[config.mk]
export PLATFORM = sky130hd
export DESIGN_NAME = labelled_frame_receiver_core
export DESIGN_NICKNAME = d
export VERILOG_FILES = /design/src/rtl/lfr_pkg.sv /design/src/rtl/lfr_cfg.sv /design/src/rtl/lfr_parse.sv /design/src/rtl/labelled_frame_receiver_core.sv
export SDC_FILE = /design/constraint.sdc
export NUM_CORES = 1
export LEC_CHECK = 0
export BUFFER_PORTS_ARGS = -buffer_cell sky130_fd_sc_hd__buf_2
export CAP_MARGIN = 40
export CORE_UTILIZATION = 40
export CTS_CLUSTER_SIZE = 16
export DETAILED_ROUTE_END_ITERATION = 10
export HOLD_SLACK_MARGIN = 0.1
export SYNTH_ARGS = -nofsm -noshare
export SYNTH_HDL_FRONTEND = slang
export SYNTH_SLANG_ARGS = --single-unit
[constraint.sdc]
create_clock -name clk -period 3.6 [get_ports clk]
set_input_delay 1.08 -clock clk [delete_from_list [all_inputs] [get_ports clk]]
set_output_delay 1.08 -clock clk [all_outputs]
set_load 0.05 [all_outputs]
[src/rtl/lfr_pkg.sv]
package lfr_pkg;

  localparam logic [7:0] START_BYTE = 8'h7E;
  localparam logic [7:0] END_BYTE   = 8'hE7;

  localparam logic [7:0]  LABEL_RESET   = 8'd14;
  localparam logic [15:0] MAX_LEN_RESET = 16'd600;
  localparam logic [15:0] DELIVER_RESET = 16'd1;

  localparam int unsigned CFG_IDX_W = 2;
  localparam int unsigned CFG_DATA_W = 16;

  typedef enum logic [CFG_IDX_W-1:0] {
    CFG_EXPECTED_LABEL = 2'd0,
    CFG_MAX_LENGTH     = 2'd1,
    CFG_DELIVER_COUNT  = 2'd2
  } cfg_idx_t;

  typedef enum logic [1:0] {
    KIND_PAYLOAD  = 2'd0,
    KIND_GOOD     = 2'd1,
    KIND_TOO_LONG = 2'd2,
    KIND_BAD_END  = 2'd3
  } kind_t;

  typedef struct packed {
    logic [7:0]  expected_label;
    logic [15:0] max_length;
    logic [15:0] deliver_count;
  } cfg_t;

  typedef struct packed {
    kind_t       kind;
    logic [7:0]  payload_byte;
    logic [15:0] byte_index;
    logic [15:0] frame_length;
  } result_t;

endpackage

[src/rtl/lfr_cfg.sv]
module lfr_cfg (
  input  logic                          clk,
  input  logic                          rst_n,
  input  logic                          cfg_valid,
  output logic                          cfg_ready,
  input  logic [lfr_pkg::CFG_IDX_W-1:0]  cfg_index,
  input  logic [lfr_pkg::CFG_DATA_W-1:0] cfg_data,
  output lfr_pkg::cfg_t                 cfg
);
  import lfr_pkg::*;

  cfg_t cfg_r;

  assign cfg_ready = 1'b1;
  assign cfg      = cfg_r;

  // Writes to an index past the register list are dropped.
  always_ff @(posedge clk) begin
    if (!rst_n) begin
      cfg_r.expected_label <= LABEL_RESET;
      cfg_r.max_length     <= MAX_LEN_RESET;
      cfg_r.deliver_count  <= DELIVER_RESET;
    end else if (cfg_valid && cfg_ready) begin
      unique case (cfg_index)
        CFG_EXPECTED_LABEL: cfg_r.expected_label <= cfg_data[7:0];
        CFG_MAX_LENGTH:     cfg_r.max_length     <= cfg_data;
        CFG_DELIVER_COUNT:  cfg_r.deliver_count  <= cfg_data;
        default: ;
      endcase
    end
  end

endmodule

[src/rtl/lfr_parse.sv]
module lfr_parse (
  input  logic             clk,
  input  logic             rst_n,
  input  logic             advance,
  input  logic [7:0]       rx_byte,
  input  lfr_pkg::cfg_t    cfg,
  output logic             emit,
  output lfr_pkg::result_t result
);
  import lfr_pkg::*;

  typedef enum logic [2:0] {
    PH_HUNT    = 3'd0,
    PH_LABEL   = 3'd1,
    PH_LEN_LO  = 3'd2,
    PH_LEN_HI  = 3'd3,
    PH_PAYLOAD = 3'd4,
    PH_END     = 3'd5
  } phase_t;

  phase_t      phase_r, phase_nxt;
  logic [15:0] length_r, length_nxt;
  logic [15:0] count_r, count_nxt;
  logic [15:0] len_full;
  logic [16:0] idx_inc;

  assign len_full = {rx_byte, length_r[7:0]};
  assign idx_inc  = {1'b0, count_r} + 17'd1;

  always_comb begin
    phase_nxt           = phase_r;
    length_nxt          = length_r;
    count_nxt           = count_r;
    emit                = 1'b0;
    result.kind         = KIND_PAYLOAD;
    result.payload_byte = 8'h00;
    result.byte_index   = 16'h0000;
    result.frame_length = length_r;
    unique case (phase_r)
      PH_LABEL: begin
        // The label compare wins, so a label equal to the start byte works.
        if (rx_byte == cfg.expected_label) begin
          phase_nxt = PH_LEN_LO;
        end else if (rx_byte == START_BYTE) begin
          phase_nxt = PH_LABEL;
        end else begin
          phase_nxt = PH_HUNT;
        end
      end
      PH_LEN_LO: begin
        length_nxt = {8'h00, rx_byte};
        phase_nxt  = PH_LEN_HI;
      end
      PH_LEN_HI: begin
        length_nxt = len_full;
        count_nxt  = 16'h0000;
        if (len_full > cfg.max_length) begin
          phase_nxt           = PH_HUNT;
          emit                = 1'b1;
          result.kind         = KIND_TOO_LONG;
          result.frame_length = len_full;
        end else if (len_full == 16'h0000) begin
          phase_nxt = PH_END;
        end else begin
          phase_nxt = PH_PAYLOAD;
        end
      end
      PH_PAYLOAD: begin
        if (count_r < cfg.deliver_count) begin
          emit                = 1'b1;
          result.payload_byte = rx_byte;
          result.byte_index   = count_r;
        end
        count_nxt = idx_inc[15:0];
        if (idx_inc >= {1'b0, length_r}) begin
          phase_nxt = PH_END;
        end
      end
      PH_END: begin
        phase_nxt   = PH_HUNT;
        emit        = 1'b1;
        result.kind = (rx_byte == END_BYTE) ? KIND_GOOD : KIND_BAD_END;
      end
      default: begin
        // Unused codes behave like hunting.
        phase_nxt = (rx_byte == START_BYTE) ? PH_LABEL : PH_HUNT;
      end
    endcase
  end

  always_ff @(posedge clk) begin
    if (!rst_n) begin
      phase_r  <= PH_HUNT;
      length_r <= 16'h0000;
      count_r  <= 16'h0000;
    end else if (advance) begin
      phase_r  <= phase_nxt;
      length_r <= length_nxt;
      count_r  <= count_nxt;
    end
  end

  a_too_long_rehunts: assert property (@(posedge clk) disable iff (!rst_n)
    advance && phase_r == PH_LEN_HI && emit |=> phase_r == PH_HUNT)
    else $error("length error did not return to hunting");

  a_end_reports: assert property (@(posedge clk) disable iff (!rst_n)
    advance && phase_r == PH_END |-> emit && result.kind != KIND_PAYLOAD)
    else $error("end byte produced no status");

  a_payload_exit: assert property (@(posedge clk) disable iff (!rst_n)
    advance && phase_r == PH_PAYLOAD |=> phase_r == PH_PAYLOAD || phase_r == PH_END)
    else $error("payload phase left for a wrong phase");

  a_status_zeroed: assert property (@(posedge clk) disable iff (!rst_n)
    emit && result.kind != KIND_PAYLOAD |->
      result.payload_byte == 8'h00 && result.byte_index == 16'h0000 && phase_nxt == PH_HUNT)
    else $error("status request carries payload data or does not rehunt");

endmodule

[src/rtl/labelled_frame_receiver_core.sv]
// Deframer for start / label / length / payload / end frames, one received byte
// per request. Each byte is registered on entry, decoded by a phase machine
// and its result, if any, is registered on the way out, so a result reaches
// the outputs through the input register and then the output register. A byte
// can be taken every cycle unless a held result waits on out_ready. in_ready follows
// out_ready combinationally when both register stages are full. Payload bytes
// are streamed before the frame is checked, so the consumer must discard them
// when the frame closes with a length error or a bad end byte.
module labelled_frame_receiver_core (
  input  logic                           clk,
  input  logic                           rst_n,
  input  logic                           in_valid,
  output logic                           in_ready,
  input  logic [7:0]                     in_rx_byte,
  output logic                           out_valid,
  input  logic                           out_ready,
  output logic [1:0]                     out_kind,
  output logic [7:0]                     out_payload_byte,
  output logic [15:0]                    out_byte_index,
  output logic [15:0]                    out_frame_length,
  input  logic                           cfg_valid,
  output logic                           cfg_ready,
  input  logic [lfr_pkg::CFG_IDX_W-1:0]  cfg_index,
  input  logic [lfr_pkg::CFG_DATA_W-1:0] cfg_data
);
  import lfr_pkg::*;

  cfg_t    cfg;
  logic    s1_valid_r;
  logic [7:0] s1_byte_r;
  logic    out_valid_r;
  result_t out_r;
  logic    advance;
  logic    emit;
  result_t result;

  lfr_cfg u_cfg (
    .clk       (clk),
    .rst_n     (rst_n),
    .cfg_valid (cfg_valid),
    .cfg_ready (cfg_ready),
    .cfg_index (cfg_index),
    .cfg_data  (cfg_data),
    .cfg       (cfg)
  );

  // A byte leaves the input register only when the result slot is free,
  // even if it produces no result.
  assign advance  = s1_valid_r && (!out_valid_r || out_ready);
  assign in_ready = !s1_valid_r || advance;

  lfr_parse u_parse (
    .clk     (clk),
    .rst_n   (rst_n),
    .advance (advance),
    .rx_byte (s1_byte_r),
    .cfg     (cfg),
    .emit    (emit),
    .result  (result)
  );

  always_ff @(posedge clk) begin
    if (!rst_n) begin
      s1_valid_r <= 1'b0;
    end else if (in_ready) begin
      s1_valid_r <= in_valid;
    end
  end

  always_ff @(posedge clk) begin
    if (in_valid && in_ready) begin
      s1_byte_r <= in_rx_byte;
    end
  end

  always_ff @(posedge clk) begin
    if (!rst_n) begin
      out_valid_r <= 1'b0;
    end else if (advance) begin
      out_valid_r <= emit;
    end else if (out_ready) begin
      out_valid_r <= 1'b0;
    end
  end

  always_ff @(posedge clk) begin
    if (advance && emit) begin
      out_r <= result;
    end
  end

  assign out_valid        = out_valid_r;
  assign out_kind         = out_r.kind;
  assign out_payload_byte = out_r.payload_byte;
  assign out_byte_index   = out_r.byte_index;
  assign out_frame_length = out_r.frame_length;

endmodule
==> results of run 1 <==
==> state kept, by name, indices dropped and copies added, names as in the netlist <==
register and flops:
out_byte_index 16, out_frame_length 16, out_kind 2, out_payload_byte 8
out_valid 1, s1_byte_r 8, s1_valid_r 1, u_cfg.cfg 40
u_parse.count_r 16, u_parse.length_r 16, u_parse.phase_r 3
==> synthesized netlist by cell type, drive strengths merged, types with 5 or more instances <==
| library cell | n | area, sq um |
|---|---|---|
| a22oi | 8 | 60.1 |
| o211ai | 6 | 45.0 |
| ha | 50 | 626 |
| nand2 | 95 | 357 |
| a21o | 11 | 83.8 |
| nand4 | 14 | 93.8 |
| clkbuf | 20 | 75.1 |
| nor4 | 5 | 31.3 |
| a21oi | 60 | 300 |
| mux2 | 8 | 90.1 |
| buf | 13 | 70.1 |
| nor3 | 10 | 50.1 |
| o21ai | 11 | 58.8 |
| nand3 | 21 | 105 |
| edfxtp | 50 | 1500 |
| nor2b | 5 | 38.8 |
| inv | 53 | 199 |
| dfxtp | 77 | 1540 |
| xor2 | 5 | 43.8 |
| and2 | 28 | 176 |
| xnor2 | 18 | 158 |
| mux2i | 17 | 170 |
| nor2 | 49 | 191 |
==> per-layer routing <==
metal	global-route usage (%)	routed length, microns
met1	26.2	7210
met3	4.45	858
met5	0	0
met2	33.6	7610
met4	10.5	429
==> stage by stage <==
stage | utilization, % | setup slack [ns]
4_1_cts | 49.9 | 0.153
5_1_grt | 50.0 | 0.0104
2_1_floorplan | - | 0.335
6_report | 50.0 | 0.234
3_3_place_gp | 45.6 | 0.355
3_5_place_dp | 45.6 | 0.170
==> logic make-up (layout without fill, tap and decap cells) <==
kind of cell	after synthesis	in the layout	share of synthesized area [%]
AND/OR/NAND/NOR	251	251	19.1
adder cells (fa/ha/maj)	50	50	9.78
AO/OA/AOI/OAI	113	113	10.9
buffers and inverters	86	175	5.38
XOR/XNOR	23	23	3.15
multiplexers	25	25	4.07
other	1	1	0.0586
flip-flops	127	127	47.5
==> area by class of cell <==
class                      instances  area share, %
sequential                       127           39.5
multi-input combinational        463           39.3
timing repair buffer              90           6.69
clock buffer                      20           6.20
tap                              211           3.43
inverter                          53           2.58
clock inverter                    12           2.34
==> worst max-delay path: cells and delay by family (launching register included) <==
family	cells	cell delay, ns
xor gates and xnor gates	1	0.23
DFF	1	0.44
and+or+nand+nor	8	1.41
buffers and inverters	1	0.16
AOI/OAI and AO/OA	3	0.50
adders and majority gates	2	0.52
==> how the worst max path moves through the flow <==
stage	end	slack [ns]
after global routing	u_parse.phase_r[2]	0.01
after CTS	u_parse.phase_r[2]	0.15
after global placement	u_parse.phase_r[2]	0.36
final	u_parse.phase_r[2]	0.23
after detailed placement	u_parse.phase_r[2]	0.17
after floorplan	out_byte_index[0]	0.34
==> where the power goes <==
group / total (mW) / leakage [nW] / internal [mW] / switching (mW)
Combinational: 0.183 / 1.73 / 0.0679 / 0.115
Sequential: 1.52 / 1.15 / 1.51 / 0.0138
Clock: 1.89 / 0.318 / 1.24 / 0.647
==> metrics.txt, run 1 <==
run status=completed; commonest non-fill, non-tap cell in the layout=nand2_1; cells along the critical path=ha_1 > and3_1 > and3_1 > nand3_2 > nor2_1 > xor2_1 > ha_1 > nand4_1 > nor3_1 > a211o_1 > or3_1 > o21ai_2 > buf_4 > nand3_1 > o41ai_2; clock skew=0.0207 ns; GRT overflow=0; TritonCTS Buffers=17; Setup TNS Final=0 ns; Critical path origin=u_parse.count_r[1]; die extent in x=128 microns; Core Region=between 15,000 and 20,000 sq um; Worst Path Arrival=3.69 ns; Fin Hold WS=0.456 ns; CTS root buf=clkbuf_16; Fmax=between 200 and 300 MHz; Placed Area=slightly above 7000 sq um; initial antenna violation count=0; die span in y=~130 microns; final slew viol count=0; Setup crit end kind=flip-flop; total number of vias=between 5,000 and 6,000; Slew @ Worst Pin=0.668 ns; Slowest-stage cell, CP=dfxtp_1; die area=16,500 sq um; Finished Layout Cells=976; Post-Syn Instances=676; starting density of the core=41.5%; Slew Limit Headroom=between 50% and 60%; power per cell area=466 nW/um^2; R2R setup slack=0.23 ns; GPL Wtd Cong=0.882; 1st-pass router iterations=5; crit path time final=3.37 ns; Hold Violations, Final=0; CP startpoint kind=flip-flop; FF/Latch Area=3040 sq um; post_cts resized=0; Clk Latency, worst-skew pair=0.43 ns; DR WL/cell=16.5 microns; RSZ-0062 raised after global routing=no; H-tree Lvls=4; # clock sinks=127; HPWL after DPL=~12,000 microns; 1st-iter DRT viols=336; multi-input logic area=3030 sq um; Max clock buf depth=2; Total GRT Usage=20.8%; commonest non-fill, non-tap cells in the layout=95 x nand2_1, 76 x dfxtp_1, 74 x buf_2; mapped cell area=6400 sq um; hold buffer count at cts=0; clock transition at the registers of the reported paths=0.06 ns; worst reg2reg startpoint=u_parse.count_r[1]; reg2reg path depth=15; Worst IR Drop VDD=approximately 0.33 mV; total power=3.59 mW; endpoints failing setup=0; layout net count=833; CP max FO=6; Cells after DPL=944; crit share post-route=93.5%; syn_area_per_cell=between 9 and 10 sq um; Ys Warns=0; hold path depth=2; Residual DRC=0; pin count of the biggest net entering global routing=39; fill count=1,497; fin area=7710 sq um; Port-buffer cells=between 70 and 80; Post-synth top flop=dfxtp_1; Via density=5.23; share of layout cells above drive strength 1=between 10% and 20%; Distinct cells, synth=60; Detail Route Antenna Nets=0; first-pass GRT wire length=around 26,000 microns; hold crit path type=flip-flop to flip-flop; Yosys reg bits=about 130; slowest stage delay, CP=between 0.4 and 0.5 ns; Synth async-reset ratio=0%; worst hold start=u_cfg.cfg[3]; # IOs=76; R2R Path End=u_parse.phase_r[2]; max_cap viols=0; vias in the first global route=approximately 5,000; sequential cell area fraction in the yosys report=a little under half; aggregate routed wire length=between 15,000 and 20,000 microns; EDFF count, synth=50; area grow syn2layout=20.4%; CP required=just under 4 ns; CTS tree=done; leak pwr=3.19 nW; FP Rows=45; net count after synthesis=757; # diodes=0; Hold Path End=u_cfg.cfg[3]; post-CTS setup buffers=0; critical path type=flip-flop to flip-flop
No activity file was read; power rests on OpenSTA's default activity.
==> run 2, diff against run 1 <==
==> constraint.sdc (replaced) <==
create_clock -name clk -period 3.1 [get_ports clk]
set_input_delay 0.93 -clock clk [delete_from_list [all_inputs] [get_ports clk]]
set_output_delay 0.93 -clock clk [all_outputs]
set_load 0.05 [all_outputs]
==> run 2 against run 1 <==
- first-iteration DRC count up 4.5%
- total power up 7.1%
- utilization up 1.1 points
- count of clock-buffer cells in the layout down 2
- sequential power up 16%
- design area up 2.2%
- final cell count up 2.4%
- clock skew down 0.014 ns
- critical path depth down 1
- critical path type unchanged
==> metrics.txt, run 2 (synthesis gave the netlist of run 1 again) <==
final slew viol count=0 (unchanged); Placed Area=7200 sq um (was 7040 sq um); clock transition at the registers of the reported paths=0.06 ns (about the same); Most Crowded Layer GR=met2 (unchanged); Via density=5.16 (was 5.23); aggregate routed wire length=16,200 microns (was 16,100 microns); die extent in x=128 microns (unchanged); FP Rows=45 (unchanged); Clk Latency, worst-skew pair=0.42 ns (was 0.43 ns); Core Region=15,400 sq um (unchanged); hold crit path type=flip-flop to flip-flop (unchanged); Setup WS pre-CTS=-0.0265 ns (was 0.170 ns); total power=3.85 mW (was 3.59 mW); die span in y=128 microns (unchanged); Hold Path End=u_cfg.cfg[15] (was u_cfg.cfg[3]); CP startpoint kind=flip-flop (unchanged); commonest non-fill, non-tap cell in the layout=nand2_1 (unchanged); clock skew=0.00661 ns (was 0.0207 ns); Port-buffer cells=74 (unchanged); worst reg2reg startpoint=u_parse.count_r[1] (unchanged); commonest non-fill, non-tap cells in the layout=95 x nand2_1, 74 x buf_2, 71 x dfxtp_1 (was 95 x nand2_1, 76 x dfxtp_1, 74 x buf_2); critical path type=flip-flop to flip-flop (unchanged); GPL Wtd Cong=0.872 (was 0.882); Worst IR Drop VDD=0.356 mV (was 0.333 mV); share of layout cells above drive strength 1=22.6% (was 18.3%); hold path depth=2 (unchanged); 1st-pass router iterations=4 (was 5); leak pwr=3.27 nW (was 3.19 nW); total number of vias=5,151 (was 5,100); Slew Limit Headroom=54.0% (was 55.4%); CTS root buf=clkbuf_16 (unchanged); CP max FO=4 (was 6); # IOs=76 (unchanged); Residual DRC=0 (unchanged); HPWL after DPL=11,900 microns (was 11,800 microns); cells along the critical path=nand2_1 > nor4_2 > buf_4 > nand4_1 > xnor2_1 > ha_1 > nand4_1 > nor3_1 > a211o_1 > or3_4 > o21ai_4 > buf_6 > nand3_1 > o31ai_1 (was ha_1 > and3_1 > and3_1 > nand3_2 > nor2_1 > xor2_1 > ha_1 > nand4_1 > nor3_1 > a211o_1 > or3_1 > o21ai_2 > buf_4 > nand3_1 > o41ai_2); crit share post-route=96.4% (was 93.5%); worst hold start=u_cfg.cfg[15] (was u_cfg.cfg[3]); fill count=1,481 (was 1,497); Slew @ Worst Pin=0.690 ns (was 0.668 ns); R2R setup slack=0.11 ns (was 0.23 ns); first-pass GRT wire length=26,000 microns (was 25,600 microns); pin count of the biggest net entering global routing=45 (was 39); run status=completed (unchanged); vias in the first global route=5,073 (was 5,049); Setup crit end kind=flip-flop (unchanged); initial antenna violation count=0 (unchanged); max_cap viols=0 (unchanged); final setup margin=0.111 ns (was 0.234 ns); area grow syn2layout=23.1% (was 20.4%); # diodes=0 (unchanged); 1st-iter DRT viols=351 (was 336); Total GRT Usage=21.1% (was 20.8%); Slowest-stage cell, CP=dfxtp_4 (was dfxtp_1); crit path time final=2.99 ns (was 3.37 ns); starting density of the core=41.5% (unchanged); # clock sinks=127 (unchanged); power per cell area=489 nW/um^2 (was 466 nW/um^2); H-tree Lvls=4 (unchanged); slowest stage delay, CP=0.36 ns (was 0.44 ns); fin area=7880 sq um (was 7710 sq um); R2R Path End=u_parse.phase_r[0] (was u_parse.phase_r[2]); CP required=3.44 ns (was 3.92 ns); reg2reg path depth=14 (was 15); GRT met1 Usage=27.1% (was 26.2%); CTS tree=done (unchanged); Fmax=335 MHz (was 297 MHz); Detail Route Antenna Nets=0 (unchanged); die area=16,500 sq um (unchanged); DR WL/cell=16.3 microns (was 16.5 microns); Worst path most repeated cell=nand4_1; TritonCTS Buffers=17 (unchanged); GRT overflow=0 (unchanged); hold buffer count at cts=0 (unchanged); Worst Path Arrival=3.33 ns (was 3.69 ns); layout net count=856 (was 833); Hold Violations, Final=0 (unchanged); Max clock buf depth=2 (unchanged); met3 Use GR=4.70% (was 4.45%); endpoints failing setup=0 (unchanged); max FFs per register=40 (unchanged); met2 Resource Use GR=33.5% (was 33.6%)
-- run 2: worst max path at each step --
stage	startpoint	end	slack (ns)	cells past startpoint
final	u_parse.count_r[1]	u_parse.phase_r[0]	0.11	14
after floorplan	u_parse.count_r[0]	u_parse.phase_r[1]	0.01	14
after global placement	u_parse.count_r[0]	u_parse.phase_r[1]	0.07	14
after global routing	u_parse.count_r[0]	u_parse.phase_r[0]	-0.06	14
after detailed placement	u_parse.count_r[0]	u_parse.phase_r[2]	-0.03	15
after CTS	u_parse.count_r[0]	u_parse.phase_r[2]	0.03	15
-- run 2: critical path, delay by kind of cell (launching register included) --
kind	cells	cell delay, ns
flip-flops	1	0.36
buffers and inverters	2	0.29
AND/OR/NAND/NOR	7	1.09
AO/OA/AOI/OAI	3	0.59
XOR/XNOR	1	0.26
adder cells (fa/ha/maj)	1	0.30
-- run 2: metrics by stage --
| step | cells | setup TNS (ns) | hold WS [ns] | utilization (%) |
|---|---|---|---|---|
| 2_1_floorplan | 676 | 0 | 0.436 | - |
| 3_3_place_gp | 962 | 0 | 0.445 | 46.5 |
| 3_5_place_dp | 964 | -0.0363 | 0.447 | 46.7 |
| 4_1_cts | 996 | 0 | 0.455 | 50.3 |
| 5_1_grt | 999 | -0.161 | 0.466 | 51.1 |
| 6_report | 999 | 0 | 0.453 | 51.1 |
-- run 2: layout make-up --
cell class	instances	area [sq um]	area share, %
clock inverters	14	108	1.37
multi-input cells	463	3100	39.3
flip-flops and latches	127	3060	38.8
well taps	211	264	3.35
inverters	53	199	2.53
repair buffers	113	704	8.94
clock buffers	18	450	5.72
-- run 2: metal layers --
metal | up-vias | share of wire (%)
li1 | 2545 | -
met1 | 2460 | 46
met2 | 120 | 46
met3 | 26 | 4.7
met4 | 0 | 2.7
met5 | - | 0
-- run 2: power by group --
group | switching (mW) | internal, mW | total, mW
sequential | 0.0166 | 1.75 | 1.77
clock | 0.790 | 1.08 | 1.87
combinational | 0.130 | 0.0815 | 0.212
total | 0.937 | 2.91 | 3.85
-- run 2: what timing repair did --
| item | 4_1_cts | 5_1_grt |
|---|---|---|
| buffers inserted | 0 | 3 |
| hold endpoints to repair | 0 | 0 |
| gates resized for setup | 4 | 21 |
| pin swaps | 2 | 9 |
| endpoints found under the setup margin | 3 | 3 |
==> run 3, diff against run 2 <==
--- a/config.mk
+++ b/config.mk
@@ -5,7 +5,7 @@
 export SDC_FILE = /design/constraint.sdc
 export NUM_CORES = 1
 export LEC_CHECK = 0
-export BUFFER_PORTS_ARGS = -buffer_cell sky130_fd_sc_hd__buf_2
+export BUFFER_PORTS_ARGS = -buffer_cell sky130_fd_sc_hd__clkbuf_2
 export CAP_MARGIN = 40
 export CORE_UTILIZATION = 40
 export CTS_CLUSTER_SIZE = 16
@@ -13,4 +13,6 @@
 export HOLD_SLACK_MARGIN = 0.1
 export SYNTH_ARGS = -nofsm -noshare
 export SYNTH_HDL_FRONTEND = slang
+export SYNTH_HIERARCHICAL = 1
 export SYNTH_SLANG_ARGS = --single-unit
+export TNS_END_PERCENT = 20
==> run 3 against run 2 <==
- final cell count rose by 1.8%
- sequential share of layout area fell by 1.6 points
- sequential cell count did not move
- non-clock buffer count rose by 3
- clock skew rose by 0.0035 ns
- wire length rose by 1.8%
- utilization fell by 1.7 points
- highest routed layer unchanged
==> metrics.txt, run 3 <==
hold buffer count at cts=0 (unchanged); # clock sinks=127 (unchanged); max FFs per register=40 (unchanged); run status=completed (unchanged); syn_area_per_cell=9.75 sq um (was 9.47 sq um); RSZ-0062 raised after global routing=no; Via density=5.11 (was 5.16); Distinct cells, synth=63 (was 60); Fmax=349 MHz (was 335 MHz); share of layout cells above drive strength 1=22.1% (was 22.6%); Ys Warns=6 (was 0); Util after Layout=49.3% (was 51.1%); Hold Violations, Final=0 (unchanged); pin count of the biggest net entering global routing=45 (unchanged); # diodes=0 (unchanged); aggregate routed wire length=16,500 microns (was 16,200 microns); Setup crit end kind=flip-flop (unchanged); Total GRT Usage=20.0% (was 21.1%); max_cap viols=0 (unchanged); top cell type's share of synthesized area=22.7% (was 24.1%); GPL Wtd Cong=0.839 (was 0.872); post-CTS setup buffers=0 (unchanged); CP required=3.45 ns (was 3.44 ns); Core Region=16,600 sq um (was 15,400 sq um); EDFF count, synth=50 (unchanged); mapped cell area=6780 sq um (was 6400 sq um); multi-input logic area=3270 sq um (was 3100 sq um); Post-Syn Instances=695 (was 676); fin area=8180 sq um (was 7880 sq um); Slew Limit Headroom=42.9% (was 54.0%); GRT overflow=0 (unchanged); Clk Latency, worst-skew pair=0.43 ns (was 0.42 ns); HPWL after DPL=12,300 microns (was 11,900 microns); Slew @ Worst Pin=0.854 ns (was 0.690 ns); Detail Route Antenna Nets=0 (unchanged); Yosys reg bits=127 (unchanged); Post-synth top flop=dfxtp_1 (unchanged); critical path type=flip-flop to flip-flop (unchanged); post-synth top area cell=dfxtp_1 (unchanged); Worst Path Arrival=3.21 ns (was 3.33 ns); ranking of synthesized cells by area=dfxtp_1 23%, edfxtp_1 22%, ha_1 8.9%, mux2i_1 5.0%, nand2_1 4.5% (was dfxtp_1 24%, edfxtp_1 23%, ha_1 9.8%, nand2_1 5.6%, a21oi_1 4.7%); Synth async-reset ratio=0% (unchanged); crit path time final=2.86 ns (was 2.99 ns); CP startpoint kind=flip-flop (unchanged); Placed Area=7520 sq um (was 7200 sq um); Worst IR Drop VDD=0.308 mV (was 0.356 mV); commonest non-fill, non-tap cell in the layout=nand2_1 (unchanged); clock transition at the registers of the reported paths=0.06 ns (about the same); area grow syn2layout=20.7% (was 23.1%); commonest non-fill, non-tap cells in the layout=81 x nand2_1, 75 x dfxtp_1, 74 x clkbuf_2 (was 95 x nand2_1, 74 x buf_2, 71 x dfxtp_1); layout net count=863 (was 856); die area=17,500 sq um (was 16,500 sq um); CTS root buf=clkbuf_16 (unchanged); H-tree Lvls=4 (unchanged); DR WL/cell=16.2 microns (was 16.3 microns); leak pwr=3.40 nW (was 3.27 nW); 1st-iter DRT viols=258 (was 351); die extent in x=132 microns (was 128 microns); CTS tree=done (unchanged); top cells by count, synth=81 x nand2_1, 77 x dfxtp_1, 57 x inv_1, 50 x edfxtp_1, 48 x ha_1 (was 95 x nand2_1, 77 x dfxtp_1, 60 x a21oi_1, 52 x inv_1); hold crit path type=flip-flop to flip-flop (unchanged); # IOs=76 (unchanged); final slew viol count=0 (unchanged); clock skew=0.0101 ns (was 0.00661 ns); FF/Latch Area=3050 sq um (was 3060 sq um); net count after synthesis=774 (was 757); endpoints failing setup=0 (unchanged); Residual DRC=0 (unchanged); sequential cell area fraction in the yosys report=44.9% (was 47.5%); die span in y=132 microns (was 128 microns); cell with the most instances after synthesis=nand2_1 (unchanged); 1st-pass router iterations=6 (was 4); FP Rows=47 (was 45); Max clock buf depth=2 (unchanged); starting density of the core=40.9% (was 41.5%); vias in the first global route=5,173 (was 5,073); TritonCTS Buffers=17 (unchanged); power per cell area=512 nW/um^2 (was 489 nW/um^2); initial antenna violation count=0 (unchanged); fill count=1,547 (was 1,481); crit share post-route=92.3% (was 96.4%); Setup TNS Final=0 ns (unchanged); total number of vias=5,192 (was 5,151); first-pass GRT wire length=26,800 microns (was 26,000 microns); CP max FO=8 (was 4); Port-buffer cells=74 (unchanged)
[run 3: kinds of logic after synthesis]
family                     share of synthesized area [%]
DFF                                                 44.9
adders and majority gates                           8.86
and+or+nand+nor                                     19.2
buffers and inverters                               7.09
muxes                                               6.35
xor gates and xnor gates                            2.84
AOI/OAI and AO/OA                                   10.7
other                                             0.0553
[run 3: critical path: stages, from the launching register on]
cell	delay, ns
dfxtp_2	0.43
ha_2	0.26
nand4_1	0.20
or3_1	0.41
xnor2_1	0.17
ha_1	0.32
nand4_1	0.13
nor3_1	0.19
o31ai_1	0.12
a31oi_1	0.21
o21ai_1	0.13
a22oi_1	0.22
[run 3: power by group]
part / internal (mW) / switching [mW]
sequential: 1.75 / 0.0181
clock: 1.45 / 0.758
combinational: 0.0903 / 0.125
total: 3.29 / 0.901
[run 3: worst paths after layout]
| path | start | endpoint | slack [ns] | depth (start not counted) |
|---|---|---|---|---|
| max | u_parse/count_r[0] | u_parse/phase_r[0] | 0.24 | 11 |
| min | u_cfg/cfg[24] | u_cfg/cfg[24] | 0.46 | 2 |
| max reg2reg | u_parse/count_r[0] | u_parse/phase_r[0] | 0.24 | 11 |
| min reg2reg | u_cfg/cfg[24] | u_cfg/cfg[24] | 0.46 | 2 |
[run 3: area by class of cell]
| type | count | share of cell area, % |
|---|---|---|
| clock buffer | 18 | 5.37 |
| clock inverter | 14 | 2.61 |
| inverter | 57 | 2.61 |
| multi-input combinational | 465 | 40.0 |
| sequential | 127 | 37.2 |
| tap | 220 | 3.36 |
| timing repair buffer | 116 | 8.84 |
[run 3: metrics by stage]
stage / setup slack, ns / hold slack [ns] / std cells / power (mW)
after global placement: -0.0631 / 0.452 / 984 / 2.01
final: 0.239 / 0.461 / 1017 / 4.19
after floorplan: 0.116 / 0.435 / 695 / 1.94
after global routing: 0.0349 / 0.479 / 1017 / 4.32
after CTS: 0.0268 / 0.463 / 1017 / 4.23
after detailed placement: -0.0721 / 0.447 / 985 / 2.02
[run 3: metal layers]
layer	global-route usage, %	vias up	wire (microns)
met5	0	-	0
met4	8.56	0	405
met3	5.07	28	762
met2	33.3	138	7920
met1	24.6	2455	7430
li1	-	2571	-
[run 3: repair_timing]
item | in CTS | in global routing
pin swaps | 0 | 0
resized for setup | 1 | 4
gates cloned | 0 | 0
setup endpoints to repair | 3 | 3
